$ cat config.mk
export PLATFORM = sky130hd
export DESIGN_NAME = yuyv_to_rgb888_converter_flat
export DESIGN_NICKNAME = d
export VERILOG_FILES = /design/src/rtl/core/y2rgb_pkg.sv /design/src/rtl/core/y2rgb_if.sv /design/src/rtl/core/y2rgb_front.sv /design/src/rtl/core/y2rgb_queue.sv /design/src/rtl/core/y2rgb_back.sv /design/src/rtl/core/yuyv_to_rgb888_converter.sv /design/src/flat_wrapper.sv
export SDC_FILE = /design/constraint.sdc
export NUM_CORES = 1
export LEC_CHECK = 0
export ABC_AREA = 0
export ABC_CLOCK_PERIOD_IN_PS = 7600
export BUFFER_PORTS_ARGS = -buffer_cell sky130_fd_sc_hd__buf_2
export CAP_MARGIN = 20
export CORE_ASPECT_RATIO = 0.5
export CORE_MARGIN = 1.5
export CORE_UTILIZATION = 59
export CTS_BUF_LIST = sky130_fd_sc_hd__clkbuf_4
export DETAILED_ROUTE_END_ITERATION = 7
export PLACE_DENSITY = 0.87
export SLEW_MARGIN = 10
export SYNTH_ARGS = -nofsm -noshare
export SYNTH_HDL_FRONTEND = slang
export SYNTH_SLANG_ARGS = --single-unit
$ cat constraint.sdc
create_clock -name clk -period 7.6 [get_ports clk]
set_clock_uncertainty 0.2 [all_clocks]
set_input_delay 0.76 -clock clk [delete_from_list [all_inputs] [get_ports clk]]
set_output_delay 0.76 -clock clk [all_outputs]
set_load 0.01 [all_outputs]
$ cat src/rtl/core/y2rgb_pkg.sv
`default_nettype none
package y2rgb_pkg;

  // field and register widths
  localparam int PIX_W = 8;
  localparam int DIM_W = 13;

  // largest frame the counters cover
  localparam int MAX_WIDTH  = 4096;
  localparam int MAX_HEIGHT = 4096;
  localparam int CNT_W = $clog2((MAX_WIDTH > MAX_HEIGHT) ? MAX_WIDTH : MAX_HEIGHT);
  localparam int CMP_W = ((DIM_W > CNT_W) ? DIM_W : CNT_W) + 1;

  // register reset values
  localparam logic [DIM_W-1:0] WIDTH_RESET  = DIM_W'(1920);
  localparam logic [DIM_W-1:0] HEIGHT_RESET = DIM_W'(1080);

  // configuration register map
  localparam int CFG_IDX_W = 1;
  typedef enum logic [CFG_IDX_W-1:0] {
    REG_FRAME_WIDTH  = 1'b0,
    REG_FRAME_HEIGHT = 1'b1
  } cfg_reg_t;

  // queue between front and back
  localparam int Q_DEPTH = 2;
  localparam int Q_PTR_W = $clog2(Q_DEPTH);
  localparam int Q_CNT_W = $clog2(Q_DEPTH + 1);

  // bt.601 full-range coefficients, 16 fractional bits
  localparam int PROD_W = 26;
  localparam int OFF_W  = 9;
  localparam logic signed [17:0] C_RV = 18'sd91881;
  localparam logic signed [17:0] C_GU = 18'sd22554;
  localparam logic signed [17:0] C_GV = 18'sd46802;
  localparam logic signed [17:0] C_BU = 18'sd116130;

  // one classified macropixel
  typedef struct packed {
    logic [PIX_W-1:0] luma_first;
    logic [PIX_W-1:0] chroma_blue;
    logic [PIX_W-1:0] luma_second;
    logic [PIX_W-1:0] chroma_red;
    logic             two;
    logic             lend;
    logic             fend;
  } y2rgb_cmd_t;

  // luma plus signed chroma offset, clamped to 0..255
  function automatic logic [PIX_W-1:0] clamp_add(input logic [PIX_W-1:0] y,
                                                 input logic signed [OFF_W-1:0] off);
    logic signed [OFF_W:0] sum;
    sum = $signed({2'b00, y}) + $signed({off[OFF_W-1], off});
    if (sum[OFF_W]) begin
      clamp_add = '0;
    end else if (sum[PIX_W]) begin
      clamp_add = '1;
    end else begin
      clamp_add = sum[PIX_W-1:0];
    end
  endfunction

endpackage
`default_nettype wire

$ cat src/rtl/core/y2rgb_if.sv
`default_nettype none
interface y2rgb_in_if import y2rgb_pkg::*; ();
  logic             valid;
  logic             ready;
  logic [PIX_W-1:0] luma_first;
  logic [PIX_W-1:0] chroma_blue;
  logic [PIX_W-1:0] luma_second;
  logic [PIX_W-1:0] chroma_red;

  modport source(output valid, luma_first, chroma_blue, luma_second, chroma_red,
                 input ready);
  modport sink(input valid, luma_first, chroma_blue, luma_second, chroma_red,
               output ready);
endinterface

interface y2rgb_out_if import y2rgb_pkg::*; ();
  logic             valid;
  logic             ready;
  logic [PIX_W-1:0] red;
  logic [PIX_W-1:0] green;
  logic [PIX_W-1:0] blue;
  logic             last_of_item;
  logic             line_end;
  logic             frame_end;

  modport source(output valid, red, green, blue, last_of_item, line_end, frame_end,
                 input ready);
  modport sink(input valid, red, green, blue, last_of_item, line_end, frame_end,
               output ready);
endinterface
`default_nettype wire

$ cat src/rtl/core/y2rgb_front.sv
`default_nettype none
module y2rgb_front import y2rgb_pkg::*; (
  input  wire logic             clk,
  input  wire logic             rst,
  y2rgb_in_if.sink              pix_in,
  input  wire logic [DIM_W-1:0] frame_width,
  input  wire logic [DIM_W-1:0] frame_height,
  output      logic             push_valid,
  input  wire logic             push_ready,
  output      y2rgb_cmd_t       push_cmd
);

  logic [CNT_W-1:0] column_count;
  logic [CNT_W-1:0] row_count;
  logic [CMP_W-1:0] w_eff, h_eff, x_ext, x_plus2;
  logic             two, lend, fend, accept;

  // effective size: zero acts as one, oversize saturates
  always_comb begin
    priority if (frame_width == '0) begin
      w_eff = CMP_W'(1);
    end else if (CMP_W'(frame_width) > CMP_W'(MAX_WIDTH)) begin
      w_eff = CMP_W'(MAX_WIDTH);
    end else begin
      w_eff = CMP_W'(frame_width);
    end
    priority if (frame_height == '0) begin
      h_eff = CMP_W'(1);
    end else if (CMP_W'(frame_height) > CMP_W'(MAX_HEIGHT)) begin
      h_eff = CMP_W'(MAX_HEIGHT);
    end else begin
      h_eff = CMP_W'(frame_height);
    end
  end

  assign x_ext   = CMP_W'(column_count);
  assign x_plus2 = x_ext + CMP_W'(2);
  assign two     = (x_ext + CMP_W'(1)) < w_eff;
  assign lend    = x_plus2 >= w_eff;
  assign fend    = lend && ((CMP_W'(row_count) + CMP_W'(1)) >= h_eff);

  assign accept       = pix_in.valid && push_ready;
  assign pix_in.ready = push_ready;
  assign push_valid   = pix_in.valid;

  always_comb begin
    push_cmd.luma_first  = pix_in.luma_first;
    push_cmd.chroma_blue = pix_in.chroma_blue;
    push_cmd.luma_second = pix_in.luma_second;
    push_cmd.chroma_red  = pix_in.chroma_red;
    push_cmd.two         = two;
    push_cmd.lend        = lend;
    push_cmd.fend        = fend;
  end

  always_ff @(posedge clk) begin
    if (rst) begin
      column_count <= '0;
      row_count    <= '0;
    end else if (accept) begin
      if (lend) begin
        column_count <= '0;
        row_count    <= fend ? '0 : row_count + CNT_W'(1);
      end else begin
        column_count <= x_plus2[CNT_W-1:0];
      end
    end
  end

endmodule
`default_nettype wire

$ cat src/rtl/core/y2rgb_queue.sv
`default_nettype none
module y2rgb_queue import y2rgb_pkg::*; (
  input  wire logic       clk,
  input  wire logic       rst,
  input  wire logic       push_valid,
  output      logic       push_ready,
  input  wire y2rgb_cmd_t push_cmd,
  output      logic       pop_valid,
  input  wire logic       pop_ready,
  output      y2rgb_cmd_t pop_cmd
);

  y2rgb_cmd_t         mem [Q_DEPTH];
  logic [Q_PTR_W-1:0] wr_ptr, rd_ptr;
  logic [Q_CNT_W-1:0] count;
  logic               do_push, do_pop;

  assign push_ready = count != Q_CNT_W'(Q_DEPTH);
  assign pop_valid  = count != '0;
  assign pop_cmd    = mem[rd_ptr];
  assign do_push    = push_valid && push_ready;
  assign do_pop     = pop_valid && pop_ready;

  function automatic logic [Q_PTR_W-1:0] ptr_inc(input logic [Q_PTR_W-1:0] p);
    ptr_inc = (p == Q_PTR_W'(Q_DEPTH - 1)) ? '0 : p + Q_PTR_W'(1);
  endfunction

  always_ff @(posedge clk) begin
    if (do_push) begin
      mem[wr_ptr] <= push_cmd;
    end
  end

  always_ff @(posedge clk) begin
    if (rst) begin
      wr_ptr <= '0;
      rd_ptr <= '0;
      count  <= '0;
    end else begin
      if (do_push) begin
        wr_ptr <= ptr_inc(wr_ptr);
      end
      if (do_pop) begin
        rd_ptr <= ptr_inc(rd_ptr);
      end
      if (do_push && !do_pop) begin
        count <= count + Q_CNT_W'(1);
      end else if (do_pop && !do_push) begin
        count <= count - Q_CNT_W'(1);
      end
    end
  end

endmodule
`default_nettype wire

$ cat src/rtl/core/y2rgb_back.sv
`default_nettype none
module y2rgb_back import y2rgb_pkg::*; (
  input  wire logic       clk,
  input  wire logic       rst,
  input  wire logic       pop_valid,
  output      logic       pop_ready,
  input  wire y2rgb_cmd_t pop_cmd,
  y2rgb_out_if.source     pix_out
);

  // chroma stage
  logic                    a_valid, a_phase;
  logic [PIX_W-1:0]        a_y0, a_y1;
  logic signed [OFF_W-1:0] a_roff, a_goff, a_boff;
  logic                    a_two, a_lend, a_fend;

  // output register
  logic                    o_valid;
  logic [PIX_W-1:0]        o_red, o_green, o_blue;
  logic                    o_last, o_lend, o_fend;

  logic signed [PIX_W-1:0]  d, e;
  logic signed [PROD_W-1:0] r_prod, g_sum, b_prod;
  logic                     a_done, a_take, o_load;
  logic [PIX_W-1:0]         y_sel;

  // remove the 128 offset by flipping the top bit
  assign d = {~pop_cmd.chroma_blue[PIX_W-1], pop_cmd.chroma_blue[PIX_W-2:0]};
  assign e = {~pop_cmd.chroma_red[PIX_W-1], pop_cmd.chroma_red[PIX_W-2:0]};

  assign r_prod = PROD_W'(C_RV) * PROD_W'(e);
  assign g_sum  = PROD_W'(C_GU) * PROD_W'(d) + PROD_W'(C_GV) * PROD_W'(e);
  assign b_prod = PROD_W'(C_BU) * PROD_W'(d);

  assign a_done    = a_phase || !a_two;
  assign o_load    = a_valid && (!o_valid || pix_out.ready);
  assign a_take    = !a_valid || (o_load && a_done);
  assign pop_ready = a_take;
  assign y_sel     = a_phase ? a_y1 : a_y0;

  always_ff @(posedge clk) begin
    if (rst) begin
      a_valid <= 1'b0;
      a_phase <= 1'b0;
      o_valid <= 1'b0;
    end else begin
      if (a_take) begin
        a_valid <= pop_valid;
        a_phase <= 1'b0;
      end else if (o_load) begin
        a_phase <= 1'b1;
      end
      if (o_load) begin
        o_valid <= 1'b1;
      end else if (pix_out.ready) begin
        o_valid <= 1'b0;
      end
    end
  end

  always_ff @(posedge clk) begin
    if (a_take && pop_valid) begin
      a_y0   <= pop_cmd.luma_first;
      a_y1   <= pop_cmd.luma_second;
      // floor shift by 16: the quotient fits the low bits above the fraction
      a_roff <= r_prod[16 +: OFF_W];
      a_goff <= -g_sum[16 +: OFF_W];
      a_boff <= b_prod[16 +: OFF_W];
      a_two  <= pop_cmd.two;
      a_lend <= pop_cmd.lend;
      a_fend <= pop_cmd.fend;
    end
    if (o_load) begin
      o_red   <= clamp_add(y_sel, a_roff);
      o_green <= clamp_add(y_sel, a_goff);
      o_blue  <= clamp_add(y_sel, a_boff);
      o_last  <= a_done;
      o_lend  <= a_done && a_lend;
      o_fend  <= a_done && a_fend;
    end
  end

  assign pix_out.valid        = o_valid;
  assign pix_out.red          = o_red;
  assign pix_out.green        = o_green;
  assign pix_out.blue         = o_blue;
  assign pix_out.last_of_item = o_last;
  assign pix_out.line_end     = o_lend;
  assign pix_out.frame_end    = o_fend;

endmodule
`default_nettype wire

$ cat src/rtl/core/yuyv_to_rgb888_converter.sv
// path: a taken word is written to the queue, then to the chroma stage; its first pixel and
// then its second go to the output register; one pixel per cycle while the output is ready
// rate is set by the single-pixel output register; a 2-entry queue decouples input from output
// reset (rst, synchronous): column and row counters zero, queue and pipeline empty,
// frame_width back to 1920 and frame_height back to 1080
`default_nettype none
module yuyv_to_rgb888_converter import y2rgb_pkg::*; (
  input  wire logic                 clk,
  input  wire logic                 rst,
  input  wire logic                 cfg_we,
  input  wire logic [CFG_IDX_W-1:0] cfg_index,
  input  wire logic [DIM_W-1:0]     cfg_data,
  y2rgb_in_if.sink                  pix_in,
  y2rgb_out_if.source               pix_out
);

  // configuration registers: the user writes them only while the block is idle (not enforced)
  logic [DIM_W-1:0] frame_width;
  logic [DIM_W-1:0] frame_height;

  // front to queue
  logic       push_valid, push_ready;
  y2rgb_cmd_t push_cmd;

  // queue to back
  logic       pop_valid, pop_ready;
  y2rgb_cmd_t pop_cmd;

  always_ff @(posedge clk) begin
    if (rst) begin
      frame_width  <= WIDTH_RESET;
      frame_height <= HEIGHT_RESET;
    end else if (cfg_we) begin
      unique case (cfg_index)
        REG_FRAME_WIDTH:  frame_width  <= cfg_data;
        REG_FRAME_HEIGHT: frame_height <= cfg_data;
      endcase
    end
  end

  // front: takes a word, works out pixel count and line/frame end flags,
  // advances the column and row counters
  y2rgb_front u_front (
    .clk          (clk),
    .rst          (rst),
    .pix_in       (pix_in),
    .frame_width  (frame_width),
    .frame_height (frame_height),
    .push_valid   (push_valid),
    .push_ready   (push_ready),
    .push_cmd     (push_cmd)
  );

  // short queue so front and back stall independently
  y2rgb_queue u_queue (
    .clk        (clk),
    .rst        (rst),
    .push_valid (push_valid),
    .push_ready (push_ready),
    .push_cmd   (push_cmd),
    .pop_valid  (pop_valid),
    .pop_ready  (pop_ready),
    .pop_cmd    (pop_cmd)
  );

  // back: chroma products registered once per word, then one or two
  // clamped pixels go out through the output register
  y2rgb_back u_back (
    .clk       (clk),
    .rst       (rst),
    .pop_valid (pop_valid),
    .pop_ready (pop_ready),
    .pop_cmd   (pop_cmd),
    .pix_out   (pix_out)
  );

endmodule
`default_nettype wire

$ cat src/flat_wrapper.sv
// flat-port wrapper written by rule: the top's interface ports become plain ports
module yuyv_to_rgb888_converter_flat import y2rgb_pkg::*;
  (clk, rst, cfg_we, cfg_index, cfg_data, pix_in_valid, pix_in_luma_first, pix_in_chroma_blue, pix_in_luma_second, pix_in_chroma_red, pix_in_ready, pix_out_valid, pix_out_red, pix_out_green, pix_out_blue, pix_out_last_of_item, pix_out_line_end, pix_out_frame_end, pix_out_ready);
  y2rgb_in_if pix_in_i ();
  y2rgb_out_if pix_out_i ();
  input  wire logic clk;
  input  wire logic rst;
  input  wire logic cfg_we;
  input  wire logic [CFG_IDX_W-1:0] cfg_index;
  input  wire logic [DIM_W-1:0] cfg_data;
  input wire logic [$bits(pix_in_i.valid)-1:0] pix_in_valid;
  input wire logic [$bits(pix_in_i.luma_first)-1:0] pix_in_luma_first;
  input wire logic [$bits(pix_in_i.chroma_blue)-1:0] pix_in_chroma_blue;
  input wire logic [$bits(pix_in_i.luma_second)-1:0] pix_in_luma_second;
  input wire logic [$bits(pix_in_i.chroma_red)-1:0] pix_in_chroma_red;
  output wire logic [$bits(pix_in_i.ready)-1:0] pix_in_ready;
  output wire logic [$bits(pix_out_i.valid)-1:0] pix_out_valid;
  output wire logic [$bits(pix_out_i.red)-1:0] pix_out_red;
  output wire logic [$bits(pix_out_i.green)-1:0] pix_out_green;
  output wire logic [$bits(pix_out_i.blue)-1:0] pix_out_blue;
  output wire logic [$bits(pix_out_i.last_of_item)-1:0] pix_out_last_of_item;
  output wire logic [$bits(pix_out_i.line_end)-1:0] pix_out_line_end;
  output wire logic [$bits(pix_out_i.frame_end)-1:0] pix_out_frame_end;
  input wire logic [$bits(pix_out_i.ready)-1:0] pix_out_ready;
  assign pix_in_i.valid = pix_in_valid;
  assign pix_in_i.luma_first = pix_in_luma_first;
  assign pix_in_i.chroma_blue = pix_in_chroma_blue;
  assign pix_in_i.luma_second = pix_in_luma_second;
  assign pix_in_i.chroma_red = pix_in_chroma_red;
  assign pix_in_ready = pix_in_i.ready;
  assign pix_out_valid = pix_out_i.valid;
  assign pix_out_red = pix_out_i.red;
  assign pix_out_green = pix_out_i.green;
  assign pix_out_blue = pix_out_i.blue;
  assign pix_out_last_of_item = pix_out_i.last_of_item;
  assign pix_out_line_end = pix_out_i.line_end;
  assign pix_out_frame_end = pix_out_i.frame_end;
  assign pix_out_i.ready = pix_out_ready;
  yuyv_to_rgb888_converter u_core (.clk(clk), .rst(rst), .cfg_we(cfg_we), .cfg_index(cfg_index), .cfg_data(cfg_data), .pix_in(pix_in_i), .pix_out(pix_out_i));
endmodule
# Word-level counts from Yosys, hierarchy flattened
# Memories as Yosys holds them, arrays and structs flattened. A register that Yosys moved wholly into a read port is not among the register bits.
# Index checks and enable logic that the tools add are counted.
[word_totals] register_bits=130 latchBits=0 ramBits=70 rom_bits=0 out_inout_bits=29 wordCells=97 n_memories=1
[memory_table] memory="u_core.u_queue.mem" words=2 word_bits=35 rd=1 rd_clocked_by_memory_dff=1 wr=1 line="y2rgb_queue.sv:13" source="y2rgb_cmd_t mem [Q_DEPTH];"
[classes] add_sub_neg=13 n_mul=4 div_mod_pow=0 order_cmp=5 n_eq_ne=1 n_shift=0 mux=20 bitwise=3 reduce_logical=26
[op_table] op="$mux W13" n=4
[op_table] op="$mux W8" n=4
[op_table] op="$add A9 B9 Y10" n=3
[op_table] op="$ge A13 B14 Y1" n=2
[op_table] op="$add A12 B1 Y13 const B" n=2
[op_table] op="$gt A13 B13 Y1 const B" n=2
[op_table] op="$logic_not A13 Y1" n=2
[op_table] op="$add A24 B25 Y25" n=1
[op_table] op="$mul A18 B8 Y25 const A" n=1
[op_table] op="$mul A16 B8 Y24 const A" n=1
[op_table] op="$mul A17 B8 Y24 const A" n=1
[op_table] op="$mux W12" n=2
[op_table] op="$mul A15 B8 Y23 const A" n=1
[op_table] op="$lt A13 B14 Y1" n=1
[op_table] op="$add A12 B2 Y13 const B" n=1
[op_table] op="$add A12 B1 Y12 const B" n=1
[op_table] op="$logic_and A1 B1 Y1" n=9
[op_table] op="$neg A9 Y9" n=1
[op_table] op="$mux W1" n=8
[op_table] op="$reduce_and A2 Y1" n=3
[op_table] op="$reduce_bool A2 Y1" n=3
[op_table] op="$logic_not A1 Y1" n=5
[op_table] op="$mux W2" n=2
[op_table] op="$logic_or A1 B1 Y1" n=3
[op_table] op="6 further kinds" n=9

# Logic depth before layout (Yosys ltp)
# Gate-level depths: netlist (run 1).
[logic_depth] depth_word=9 depth_mapped=32

# Modules after synthesis
# From an unflattened synthesis (run 1), not the netlist that was laid out.
[hier_totals] hier_cells=1725 hier_area_um2=17754.5
[by_module_without_submodules] mod="y2rgb_back" n_inst=1 cells_per_inst=1154 area_per_inst_um2=11318.4 seq_area_each_um2=2252.2
[by_module_without_submodules] mod="y2rgb_queue" n_inst=1 cells_per_inst=133 area_per_inst_um2=2746.4 seq_area_each_um2=2202.1
[by_module_without_submodules] mod="y2rgb_front" n_inst=1 cells_per_inst=333 area_per_inst_um2=2610.0 seq_area_each_um2=460.4
[by_module_without_submodules] mod="yuyv_to_rgb888_converter" n_inst=1 cells_per_inst=105 area_per_inst_um2=1079.8 seq_area_each_um2=520.5

# Least setup slack after synthesis (run 1)
# No wires, ideal clock.
[synth_timing] path_kind="reg-to-reg" start="reg (tool-made name)" end="reg u_core.u_back.a_goff[6], data pin" arrival_time_ns=7.690 required_ns=7.135 slack_ns=-0.555 path_stages_with_launch=32 path_buffers=2 period_less_slack_ns=8.155 cell_sequence="dfxtp_1 > buf_4 > buf_1 > mux2i_1 > inv_1 > ha_1 > inv_1 > fa_1 > fa_1 > fa_1 > inv_1 > ha_1 > o21a_1 > o31a_1 > o21ai_0 > nand2_1 > a21o_1 > a21oi_1 > xnor2_1 > ha_1 > o21ai_0 > nor2_1 > or2_2 > a21o_1 > a31oi_1 > xor2_1 > ha_1 > or2b_2 > mux2_2 > a2111o_1 > o311ai_0 > nor2_1"
[synth_rtl] item="end signal: assignment" line="y2rgb_back.sv:67" source="a_goff <= -g_sum[16 +: OFF_W];"
[synth_rtl] item="end: declaration" line="y2rgb_back.sv:14" source="logic signed [OFF_W-1:0] a_roff, a_goff, a_boff;"

==> results by group, run 1 <==
CTS
  • Clk sinks: 200
  • Worst skew pair latency: 660 ps
  • Clock Tree Buf Depth: 2
  • CTS clk-pin slew, worst paths: approximately 220 ps
  • TritonCTS Buffers: 17
  • Root Buffer: clkbuf_4
  • # hold bufs at CTS: 0
  • Depth of the CTS H-tree: 4
  • CTS tree: built

Routing
  • Vias per inst: roughly 5.6
  • Drt initial violations: between 900 and 1000
  • Initial DRT Pass Iterations: 5
  • DRT Wirelength: between 30000 and 40000 um
  • WL/cell: roughly 17 um
  • Drt drc: 0
  • Antenna Nets Post-Route: 0
  • Vias: about 12000

Outcome
  • Outcome: finished clean

Worst hold path
  • Hold Crit Depth: 1
  • Hold endpoint: u_core.u_queue.mem[0][3]
  • Hold Crit Class: input pin to register
  • Hold path start: pix_in_chroma_red[0]

Die
  • Die height: approximately 120 um
  • Die W: approximately 240 um
  • Io pins: 80
  • DIE AREA: around 0.030 mm2
  • Rows: between 40 and 50
  • Core ar.: ~0.028 mm2
  • Starting Density: around 61%

Critical path
  • Crit path required time: 7790 ps
  • R2R cell count: 30
  • Crit path DAT: 7510 ps
  • Internal reg-to-reg setup slack: just under 300 ps
  • WS Path Type: register to register
  • Worst path bufs/invs: 4
  • CP max FO: 8
  • Critical path's slowest cell: fa_1
  • Slowest stage delay, CP: around 590 ps
  • R2R Path End: u_core.u_back.a_goff[4]
  • Worst setup EP type: register
  • Crit start category: register
  • CP delay by family, top: adder cells

Yosys
  • Seq/Total Area, Yosys: 31.83%
  • Yosys warns: 0
  • Async set-reset flop share out of synthesis: 0%
  • EDFF count, synth: between 100 and 150
  • Mapped Nets: approximately 2100
  • Avg Inst Size Synth: 10.17 um2
  • Cell taking the most area after synthesis: edfxtp_1
  • Synthesized instance count: ~1700
  • Main area contributors after synthesis: edfxtp_1 (25%), ha_1 (20%), fa_1 (11%)
  • Yosys cell types: 74
  • Synthesis-stage register bit count: 200
  • Post-Synthesis Cell Area: around 0.017 mm2
  • Top FF cell, synth: edfxtp_1
  • Share of the synthesized area in the top cell type: roughly 25%

Placement
  • Gp weighted congestion: 1.012
  • I/O Buffers: 79
  • Post-Place Worst Slack: ~47 ps
  • Dpl hpwl: 29260 um
  • Placement Cell Area: 0.01813 mm2

STA
  • Slew margin rel.: roughly 29%
  • # setup viols final: 0
  • Fin crit share: a little over nine tenths
  • Final worst setup slack: between 200 and 300 ps
  • Final Hold Viols: 0
  • Slew @ Worst Pin: 1068 ps
  • Max Slew Vio Count: 0
  • Maximum clock rate: ~0.14 GHz
  • Fin crit period: 7312 ps

Cells and area
  • Layout area overhead: 8.918%
  • Final Cell Area: 0.01860 mm2
  • Share of cells above drive strength 1: ~13%
  • Post-layout nets: around 2200

Job
  • # Max-Cap Violations: 0

Global routing
  • Pin count of the biggest net entering global routing: 52
  • Total GRT Usage: between 20% and 30%
  • Antenna violations before repair: 1
  • GRT Residual Overflow: 0
  • Vias in the first global route: ~12000
  • First-pass GRT wire length: around 58000 um
## layer usage
| metal | global-route usage [%] | routed length [um] |
|---|---|---|
| met1 | 31.66 | 16440 |
| met2 | 41.81 | 16860 |
| met3 | 6.794 | 2689 |
| met4 | 7.600 | 804 |
| met5 | 0 | 0 |
## kinds of logic (layout without fill, tap and decap cells)
family	after synthesis	after routing	synth area share (%)
XOR/XNOR	95	95	5.056
AND/OR/NAND/NOR	358	358	10.17
AO/OA/AOI/OAI	304	304	11.64
buffers and inverters	302	432	6.727
flip-flops	200	200	31.83
other	1	2	0.02196
multiplexers	47	47	2.975
adder cells (fa/ha/maj)	372	372	31.57
## Yosys cell counts (all sizes together) (5+ instances only)
cell / instances
a211oi: 8
a21o: 37
a21oi: 94
a31oi: 10
and2: 8
and3: 16
buf: 6
clkbuf: 27
dfxtp: 57
edfxtp: 143
fa: 98
ha: 274
inv: 267
mux2: 30
mux2i: 17
nand2: 117
nand2b: 22
nand3: 45
nand3b: 6
nand4: 11
nor2: 67
nor2b: 13
nor3: 26
nor4: 7
o21a: 36
o21ai: 51
o21bai: 13
o31ai: 5
o32ai: 10
or3: 6
xnor2: 68
xor2: 25
## worst register-to-register path: cells and delay by family (launching register included)
kind / cells / cell delay (ps)
flip-flops: 1 / 450
AO/OA/AOI/OAI: 10 / 1580
XOR/XNOR: 3 / 520
adder cells (fa/ha/maj): 7 / 2660
buffers and inverters: 4 / 360
multiplexers: 2 / 530
AND/OR/NAND/NOR: 4 / 740
## cell type report
cell class                      count  area [um2]
Clock buffer                       17       127.6
Inverter                          268        1006
Fill cell                        2096        9488
Sequential cell                   200        5439
Clock inverter                     15       156.4
Timing Repair Buffer              132       804.5
Tap cell                          382       478.0
Antenna cell                        1       2.502
Multi-Input combinational cell   1177       10580
## cell usage in the layout, fill, tap and decap left out, drive strengths merged, types with 4 or more instances in the layout
master   Yosys  layout
o2111ai      4       4
a21o        37      37
nor2b       13      13
mux2        30      30
o21a        36      36
o21bai      13      13
dfxtp       57      57
mux2i       17      17
a211oi       8       8
or2          4       4
and2         8       8
nor3        26      26
o41ai        4       4
inv        267     274
and3        16      16
nand4       11      11
xor2        25      25
a21oi       94      94
o32ai       10      10
xnor2       68      68
o31ai        5       5
fa          98      98
edfxtp     143     143
ha         274     274
nand3       45      45
buf          6     132
o21ai       51      51
clkbuf      27      17
nor2        67      67
nand3b       6       6
nor4         7       7
a31oi       10      10
or3          6       6
clkinv       1       7
nand2      117     117
a21boi       4       4
nand2b      22      22
## repair_timing
action	CTS	global route
pin swaps	0	7
setup endpoints to repair	2	5
buffers inserted	0	13
resized for setup	1	24
## sequential cells by signal, summed over array words and instances (netlist names), 2 cells and up, named ones only
name                         cells
u_core.u_back.pix_out.red        8
u_core.frame_height             13
u_core.u_back.a_y0               8
u_core.u_back.a_goff             9
u_core.u_queue.mem              70
u_core.u_front.row_count        12
u_core.u_front.column_count     11
u_core.u_back.a_boff             9
u_core.u_back.a_roff             9
u_core.u_queue.count             2
u_core.u_back.pix_out.green      8
u_core.u_back.a_y1               8
u_core.u_back.pix_out.blue       8
u_core.frame_width              13
## worst max-delay path by stage
stage / startpoint / slack, ps / cells after the start / end
after CTS: register / 40 / 30 / u_core.u_back.a_goff[6]
final: register / 290 / 30 / u_core.u_back.a_goff[4]
after detailed placement: register / 50 / 28 / u_core.u_back.a_goff[6]
after global placement: register / 150 / 29 / u_core.u_back.a_goff[6]
after global routing: register / -60 / 30 / u_core.u_back.a_goff[6]
after floorplan: register / 90 / 31 / u_core.u_back.a_goff[6]
## through the flow
stage	hold slack, ps	setup TNS [ps]	instances	utilization, %
2_1_floorplan	231.9	0	1679	-
3_3_place_gp	241.1	0	2146	64.55
3_5_place_dp	251.6	0	2146	64.55
4_1_cts	13.22	0	2178	65.57
5_1_grt	16.95	-82.14	2192	66.22
6_report	74.52	0	2192	66.22
Power of run 1 is not shown: default switching activity piles up to over one toggle a cycle in this logic, so the estimate is an artifact.
==> run 2, diff against run 1 <==
--- a/config.mk
+++ b/config.mk
@@ -12,7 +12,7 @@
 export CORE_ASPECT_RATIO = 0.5
 export CORE_MARGIN = 1.5
 export CORE_UTILIZATION = 59
-export CTS_BUF_LIST = sky130_fd_sc_hd__clkbuf_4
+export CTS_BUF_LIST = sky130_fd_sc_hd__clkbuf_8
 export DETAILED_ROUTE_END_ITERATION = 7
 export PLACE_DENSITY = 0.87
 export SLEW_MARGIN = 10
==> run 2 against run 1 <==
Worst setup slack worse by 21 ps. Non-clock buffer count is 3 lower. Maximum frequency fell by 0.28%. Critical path depth fell by 2. Count of clock-buffer cells in the layout increased by 1. Global-route usage up 0.22 points. Via count is 0.41% higher. Critical path type unchanged. Critical endpoint unchanged. Largest cell class unchanged.
==> results by group, run 2 (synthesis results as in run 1) <==
CTS
  • Depth of the CTS H-tree: 4 (unchanged)
  • Worst skew pair latency: 530 ps (-130 ps)
  • # hold bufs at CTS: 0 (unchanged)
  • CTS tree: built
  • CTS clk-pin slew, worst paths: 130 ps (-90 ps)
  • Clk sinks: 200 (unchanged)
  • TritonCTS Buffers: 17 (unchanged)
  • Root Buffer: clkbuf_8
  • Clock Tree Buf Depth: 2 (unchanged)

Critical path
  • Crit path DAT: 7390 ps (-120 ps)
  • Critical path's slowest cell: fa_1
  • WS Path Type: register to register
  • Slowest stage delay, CP: 490 ps (-100 ps)
  • Crit start category: register
  • Crit path required time: 7660 ps (-130 ps)
  • Most common cell on crit path: ha_1
  • CP max FO: 11 (+3)
  • Worst setup EP type: register
  • R2R cell count: 28 (-6.7%)

Routing
  • Initial DRT Pass Iterations: 5 (unchanged)
  • WL/cell: 16.99 um (+1.2%)
  • DRT Wirelength: 37180 um (+1.1%)
  • Vias per inst: 5.667 (+0.60%)
  • Antenna Nets Post-Route: 0 (unchanged)
  • Vias: 12400 (+0.41%)
  • Drt initial violations: 908 (-5.1%)
  • Drt drc: 0 (unchanged)

STA
  • # setup viols final: 0 (unchanged)
  • Minimum hold slack: 217.0 ps (+142.5 ps)
  • Final worst setup slack: 267.4 ps (-20.64 ps)
  • Maximum clock rate: 0.1364 GHz (-0.28%)
  • Slew @ Worst Pin: 1054 ps (-13.38 ps)
  • Slew margin rel.: 29.54% (+0.89 points)
  • Fin crit share: 96.48% (+0.27 points)
  • Max Slew Vio Count: 0 (unchanged)
  • Final Hold Viols: 0 (unchanged)
  • Fin crit period: 7333 ps (+20.64 ps)

Cells and area
  • Final Core Density: 66.50% (+0.28 points)
  • Post-layout nets: 2216 (-0.14%)
  • Commonest non-fill, non-tap cell in the layout: ha_1
  • Max reg flops: 70 (unchanged)
  • Largest regs: u_core.u_queue.mem (70), u_core.frame_height (13), u_core.frame_width (13)
  • Fin cells: 2188 (-0.18%)
  • Ant diodes: 0 (-1)
  • Layout area overhead: 9.380%
  • Commonest non-fill, non-tap cells in the layout: ha_1 (271), inv_1 (261), edfxtp_1 (143)
  • Share of cells above drive strength 1: 12.96% (+0.021 points)
  • Largest Register: u_core.u_queue.mem
  • Fillers: 2097 (+0.048%)

Global routing
  • Antenna violations before repair: 0 (-1)
  • Vias in the first global route: 12130 (+0.50%)
  • Pin count of the biggest net entering global routing: 52 (unchanged)
  • GRT Residual Overflow: 0 (unchanged)
  • First-pass GRT wire length: 58800 um (+0.72%)
  • Total GRT Usage: 25.09% (+0.22 points)

Die
  • Die height: 123.3 um (unchanged)
  • Rows: 43 (unchanged)
  • DIE AREA: 0.03003 mm2 (unchanged)
  • Core ar.: 0.02808 mm2 (unchanged)
  • Io pins: 80 (unchanged)
  • Starting Density: 60.79% (unchanged)
  • Die W: 243.6 um (unchanged)

Placement
  • Inst Count DP: 2146 (unchanged)
  • I/O Buffers: 79 (unchanged)
  • Gp weighted congestion: 1.012 (unchanged)
  • Dpl hpwl: 29260 um (unchanged)
  • Post-Place Worst Slack: 47.41 ps (unchanged)

Outcome
  • Outcome: finished clean

Worst hold path
  • Hold Crit Class: input pin to register
  • Hold Crit Depth: 1 (unchanged)

Job
  • # Max-Cap Violations: 0 (unchanged)
## run 2: changes by cell type in the layout (fill, tap and decap cells not counted), sizes merged
cell and delta:
buf -3, clkbuf +1, clkinv -1, diode -1
## run 2: critical path: cells and delay by family (launching register included)
kind	cells	cell delay, ps
AOI/OAI and AO/OA	9	1720
xor gates and xnor gates	3	540
adders and majority gates	7	2340
buffers and inverters	3	270
DFF	1	440
muxes	2	710
and+or+nand+nor	4	810
## run 2: worst paths after layout
check,slack [ps],end,start
worst min-delay path,220,u_core.u_queue.mem[0][3],pix_in_chroma_red[0]
worst max register to register,270,u_core.u_back.a_goff[4],register
worst max-delay path,270,u_core.u_back.a_goff[4],register
worst min register to register,260,u_core.u_front.row_count[11],u_core.u_front.row_count[11]
## run 2: routing by layer
layer  vias to the layer above  part of all wire [%]  GRT usage [%]
met5                         -                     0              0
met4                         0                   2.2          7.870
met3                        69                   7.6          6.664
met2                       378                    46          42.52
met1                      5916                    44          31.74
li1                       6036                     -              -
## run 2: final cells by class
type / instances / area, um2 / share of cell area (%)
Multi-Input combinational cell: 1177 / 10570 / 56.62
Sequential cell: 200 / 5439 / 29.12
Inverter: 268 / 1006 / 5.387
Timing Repair Buffer: 129 / 778.2 / 4.167
Tap cell: 382 / 478.0 / 2.559
Clock buffer: 18 / 247.7 / 1.327
Clock inverter: 14 / 152.6 / 0.8174
## run 2: through the flow
step	setup TNS, ps	cell area [um2]
finish	0	18680
detailed placement	0	18130
floorplan	0	17090
global placement	0	18130
CTS	0	18530
global route	-107.3	18680
## run 2: repair_timing
item | 4_1_cts | 5_1_grt
gates resized for setup | 1 | 26
setup endpoints to repair | 1 | 5
gates cloned | 0 | 0
pin swaps | 0 | 6
setup buffers | 0 | 10
Power of run 2 is left out for the same reason.
